File: config.mk
export PLATFORM = sky130hd
export DESIGN_NAME = spba_ctrl
export DESIGN_NICKNAME = d
export VERILOG_FILES = /design/src/sv/spba_pkg.sv /design/src/sv/spba_ctrl.sv
export SDC_FILE = /design/constraint.sdc
export NUM_CORES = 1
export LEC_CHECK = 0
export BUFFER_PORTS_ARGS = -buffer_cell sky130_fd_sc_hd__buf_2
export CORE_AREA = 2 2 39 41
export CTS_BUF_LIST = sky130_fd_sc_hd__clkbuf_16
export DETAILED_ROUTE_END_ITERATION = 12
export DIE_AREA = 0 0 41 43
export GPL_TIMING_DRIVEN = 0
export PLACE_DENSITY = 0.3
export REMOVE_ABC_BUFFERS = 1
export SYNTH_ARGS = -nofsm -noshare
export SYNTH_HDL_FRONTEND = slang
export SYNTH_SLANG_ARGS = --single-unit
File: constraint.sdc
create_clock -name clk -period 1.2 [get_ports clk]
set_clock_uncertainty 0.05 [all_clocks]
set_input_delay 0.06 -clock clk [delete_from_list [all_inputs] [get_ports clk]]
set_output_delay 0.06 -clock clk [all_outputs]
set_load 0.02 [all_outputs]
File: src/sv/spba_pkg.sv
// package for the segregated pool block allocator
// holds pool geometry tables, status and mode codes, controller/datapath structs
package spba_pkg;

  localparam int POOLS_DEF      = 6;
  localparam int MAX_BLOCKS_DEF = 2048;
  localparam int POOL_SLOTS     = 8;

  localparam logic [20:0] USAGE_MAX = 21'h1FFFFF;

  localparam logic [12:0] SMALL_LIMIT_RST  = 13'd64;
  localparam logic [12:0] MEDIUM_LIMIT_RST = 13'd512;

  typedef enum logic [1:0] {
    MODE_ALLOC_SIZE = 2'd0,
    MODE_ALLOC_POOL = 2'd1,
    MODE_FREE       = 2'd2,
    MODE_RESET_POOL = 2'd3
  } mode_t;

  typedef enum logic [2:0] {
    ST_OK        = 3'd0,
    ST_EXHAUSTED = 3'd1,
    ST_ZERO_SIZE = 3'd2,
    ST_BAD_POOL  = 3'd3,
    ST_DOUBLE    = 3'd4,
    ST_BAD_INDEX = 3'd5
  } status_t;

  localparam logic [0:0] CFG_SMALL  = 1'b0;
  localparam logic [0:0] CFG_MEDIUM = 1'b1;

  function automatic logic [12:0] pool_bytes(input logic [2:0] p);
    logic [12:0] b;
    unique case (p)
      3'd0:    b = 13'd64;
      3'd1:    b = 13'd512;
      3'd2:    b = 13'd4096;
      3'd3:    b = 13'd128;
      3'd4:    b = 13'd256;
      default: b = 13'd64;
    endcase
    return b;
  endfunction

  function automatic logic [12:0] pool_blocks(input logic [2:0] p);
    logic [12:0] n;
    unique case (p)
      3'd0:    n = 13'd1024;
      3'd1:    n = 13'd512;
      3'd2:    n = 13'd128;
      3'd3:    n = 13'd2048;
      3'd4:    n = 13'd1024;
      default: n = 13'd2048;
    endcase
    return n;
  endfunction

  // controller -> datapath commands
  typedef struct packed {
    logic latch;     // capture request and decode
    logic mem_rd;    // issue link / flag memory reads
    logic commit;    // update state and drive result
  } dp_cmd_t;

  // datapath -> controller status
  typedef struct packed {
    logic need_mem;  // request needs the memory read cycle
  } dp_sts_t;

endpackage

File: src/sv/spba_ctrl.sv
// controller state machine for the pool allocator
// depends on spba_pkg
module spba_ctrl (
  input  logic              clk,
  input  logic              rst_n,
  input  logic              start,
  output logic              busy,
  input  spba_pkg::dp_sts_t sts,
  output spba_pkg::dp_cmd_t cmd
);

  typedef enum logic [2:0] {
    S_IDLE   = 3'b001,
    S_READ   = 3'b010,
    S_COMMIT = 3'b100
  } state_t;

  state_t state_r, state_nxt;

  always_comb begin
    state_nxt  = state_r;
    cmd.latch  = 1'b0;
    cmd.mem_rd = 1'b0;
    cmd.commit = 1'b0;
    unique case (state_r)
      S_IDLE: begin
        if (start) begin
          cmd.latch = 1'b1;
          state_nxt = S_READ;
        end
      end
      S_READ: begin
        cmd.mem_rd = sts.need_mem;
        state_nxt  = S_COMMIT;
      end
      S_COMMIT: begin
        cmd.commit = 1'b1;
        state_nxt  = S_IDLE;
      end
      default: state_nxt = S_IDLE;
    endcase
  end

  assign busy = (state_r != S_IDLE);

  always_ff @(posedge clk) begin
    if (!rst_n) begin
      state_r <= S_IDLE;
    end else begin
      state_r <= state_nxt;
    end
  end

endmodule

==> reports/summary.txt <==
====================================================================================
Number of storage elements in the synthesis netlist ...................            3
Setup-failing EPs final ...............................................            2
Standard cell area after detailed placement ...........................    197.7 um2
Final Hold Violating Endpoints ........................................            0
Category of the worst setup path launch point .........................     register
Routed wire length ....................................................       344 um
Net switching power figure ............................................     113.7 uW
Netlist area before placement .........................................    142.6 um2
Global-route usage over all layers ....................................      0.05812
Violations in the final reports ....................................... setup timing
Regs by FF count ......................................................  state_r (3)
Least-Margin Pin Slew .................................................     150.8 ps
Synthesis Warnings ....................................................            0
Fraction of power consumed by sequential logic ........................        0.165
P_int .................................................................     561.1 uW
Row count .............................................................           14
Weighted congestion at the end of routability-driven global placement .       0.5526
Maximum achievable frequency ..........................................    784.5 MHz
Arrival time worst endpoint ...........................................      1160 ps
Run status ............................................................ complete, but fails checks
End-of-flow core utilization ..........................................       0.2089
Largest driver fanout on the critical path ............................            5
Total power after layout ..............................................     674.9 uW
Global-route wire length before repair ................................       483 um
Leading cell type in the layout, fill and taps excluded ............... sky130_fd_sc_hd__buf_2
Type of the most critical hold path ................................... primary input to register
Worst-case headroom to the max-slew limit .............................       0.8984
Drt wl/cell ...........................................................     8.390 um
Number of max-slew violations in the final report .....................            0
Number of non-filler instances in the completed layout ................           41
Worst-case hold slack .................................................     125.3 ps
Kind of end point of the critical path ................................   output pin
Diodes inserted .......................................................            0
Fraction of layout instances using a drive strength above 1 ...........       0.6400
Standard cell core area ...............................................     1384 um2
Fin area ..............................................................    289.0 um2
Vias per Instance .....................................................        3.317
Reg with most FFs .....................................................      state_r
Share of total power in combinational logic ...........................        0.070
Commonest cells after routing, fill and taps aside .................... sky130_fd_sc_hd__buf_2 (5), sky130_fd_sc_hd__clkbuf_16 (3), sky130_fd_sc_hd__inv_1 (2), sky130_fd_sc_hd__dfxtp_1 (2)
Clock tree root driver cell ........................................... sky130_fd_sc_hd__clkbuf_16
Starting density of the core ..........................................       0.1031
Worst-case clock buffer depth .........................................            2
Pwr/cell area .........................................................  2335 nW/um2
Avg Inst Size Synth ...................................................    10.19 um2
Remaining routing DRC violations ......................................            0
Number of buffers added by the clock tree synthesis step ..............            3
Dpl hpwl ..............................................................     221.9 um
Worst-case vdd ir drop ................................................     610.0 uV
I/O Buffers ...........................................................            7
Minimum period implied by the final worst setup slack .................      1275 ps
DP Cell Count .........................................................           37
Die W .................................................................        41 um
Number of I/O pins ....................................................            8
Antenna violations before repair ......................................            0
CTS H-tree depth ......................................................            1
Drt pass-1 iters ......................................................            1
Area of the die .......................................................     1763 um2
Post-Syn Instances ....................................................           14
Class of the most critical setup path ................................. register to output pin
GR Overflow Total .....................................................            0
Initial DRC Count .....................................................            0
Net Sw Frac ...........................................................       0.1685
Reg clk slew, reported paths ..........................................        30 ps
# fillers .............................................................          157
Net total in the final layout .........................................           30
Area added between synthesis and finish ...............................       102.6%
Final worst slack .....................................................    -74.65 ps
Setup repair after global routing missed its margin ...................          yes
Via Count .............................................................          136
Largest net degree at the start of global routing .....................            6
Share of power burned in the clock network ............................        0.765
Static Leakage ........................................................ 0.0001417 uW
Post-DRT Antenna Nets .................................................            0
Flip-flop count of the largest register after layout ..................            3
CTS Sinks .............................................................            3
Period utilisation layout .............................................        1.062
Sequential-to-total area share from yosys stat ........................       0.4211
Clock network latency to the later pin of the worst-skew pair .........       220 ps
Number of global-route vias before repair .............................          125
Die H .................................................................        43 um
Clock tree from TritonCTS .............................................        built
Synth unique cells ....................................................           12
Max Cap Violations ....................................................            0
Worst Path Required ...................................................      1090 ps
Number of buffers inserted by hold repair at cts ......................            0
====================================================================================
==> synthesized netlist by cell type (all sizes together) <==
library cell / count / area share
or3b: 1 / 0.061
nor3b: 1 / 0.053
and2b: 1 / 0.061
nor2: 1 / 0.044
inv: 1 / 0.026
nor2b: 1 / 0.044
and3b: 2 / 0.13
dfxtp: 3 / 0.42
o21ai: 1 / 0.035
and2: 1 / 0.044
and4b: 1 / 0.079
==> per-layer routing <==
layer	wire length (um)	track usage
met1	155	0.03834
met2	136	0.05000
met3	21	0.03141
met4	29	0.1600
met5	0	0
==> cells by family after synthesis <==
group	Yosys count	share of synthesized area
simple gates	9	0.5177
flops	3	0.4211
compound gates	1	0.03505
buf+inv	1	0.02629
==> critical path, stage by stage, from the launching register on <==
cell and delay, ps:
sky130_fd_sc_hd__dfxtp_1 320, sky130_fd_sc_hd__or3b_4 400, sky130_fd_sc_hd__nor2_2 80, sky130_fd_sc_hd__buf_4 140
==> cell type report <==
type | instances | area (um2) | area share
Timing Repair Buffer | 7 | 43.79 | 0.1515
Tap cell | 16 | 20.02 | 0.06926
Sequential cell | 3 | 61.31 | 0.2121
Clock inverter | 1 | 3.754 | 0.01299
Clock buffer | 3 | 75.07 | 0.2597
Inverter | 1 | 3.754 | 0.01299
Multi-Input combinational cell | 10 | 81.33 | 0.2814
==> worst paths after layout <==
| kind | startpoint | to | slack [ps] | cells after the start |
|---|---|---|---|---|
| worst max-delay path | state_r[1] | cmd[2] | -70 | 3 |
| worst min register to register | state_r[2] | state_r[0] | 490 | 2 |
| worst min-delay path | start | state_r[1] | 130 | 2 |
| worst max register to register | state_r[1] | state_r[0] | 330 | 2 |
==> power groups by stage <==
stage / clock network [uW] / logic (uW) / registers, uW
2_1_floorplan: 0 / 27.8 / 110
3_3_place_gp: 0 / 41.8 / 112
3_5_place_dp: 0 / 41.3 / 112
4_1_cts: 527 / 46.9 / 111
5_1_grt: 535 / 50.9 / 112
6_report: 517 / 47.0 / 111
==> per-stage QoR <==
step / worst slack [ps] / TNS [ps]
after global routing: -105.1 / -191.9
after global placement: 114.2 / 0
after floorplan: 39.99 / 0
final: -74.65 / -101.9
after CTS: -75.94 / -121.4
after detailed placement: 115.8 / 0
==> repair_timing <==
action / CTS / global route
gates resized for setup: 3 / 2
setup buffers: 0 / 0
endpoints found under the setup margin: 3 / 3
pin swaps: 0 / 1
Note: power is estimated with default switching activity, not from simulation.
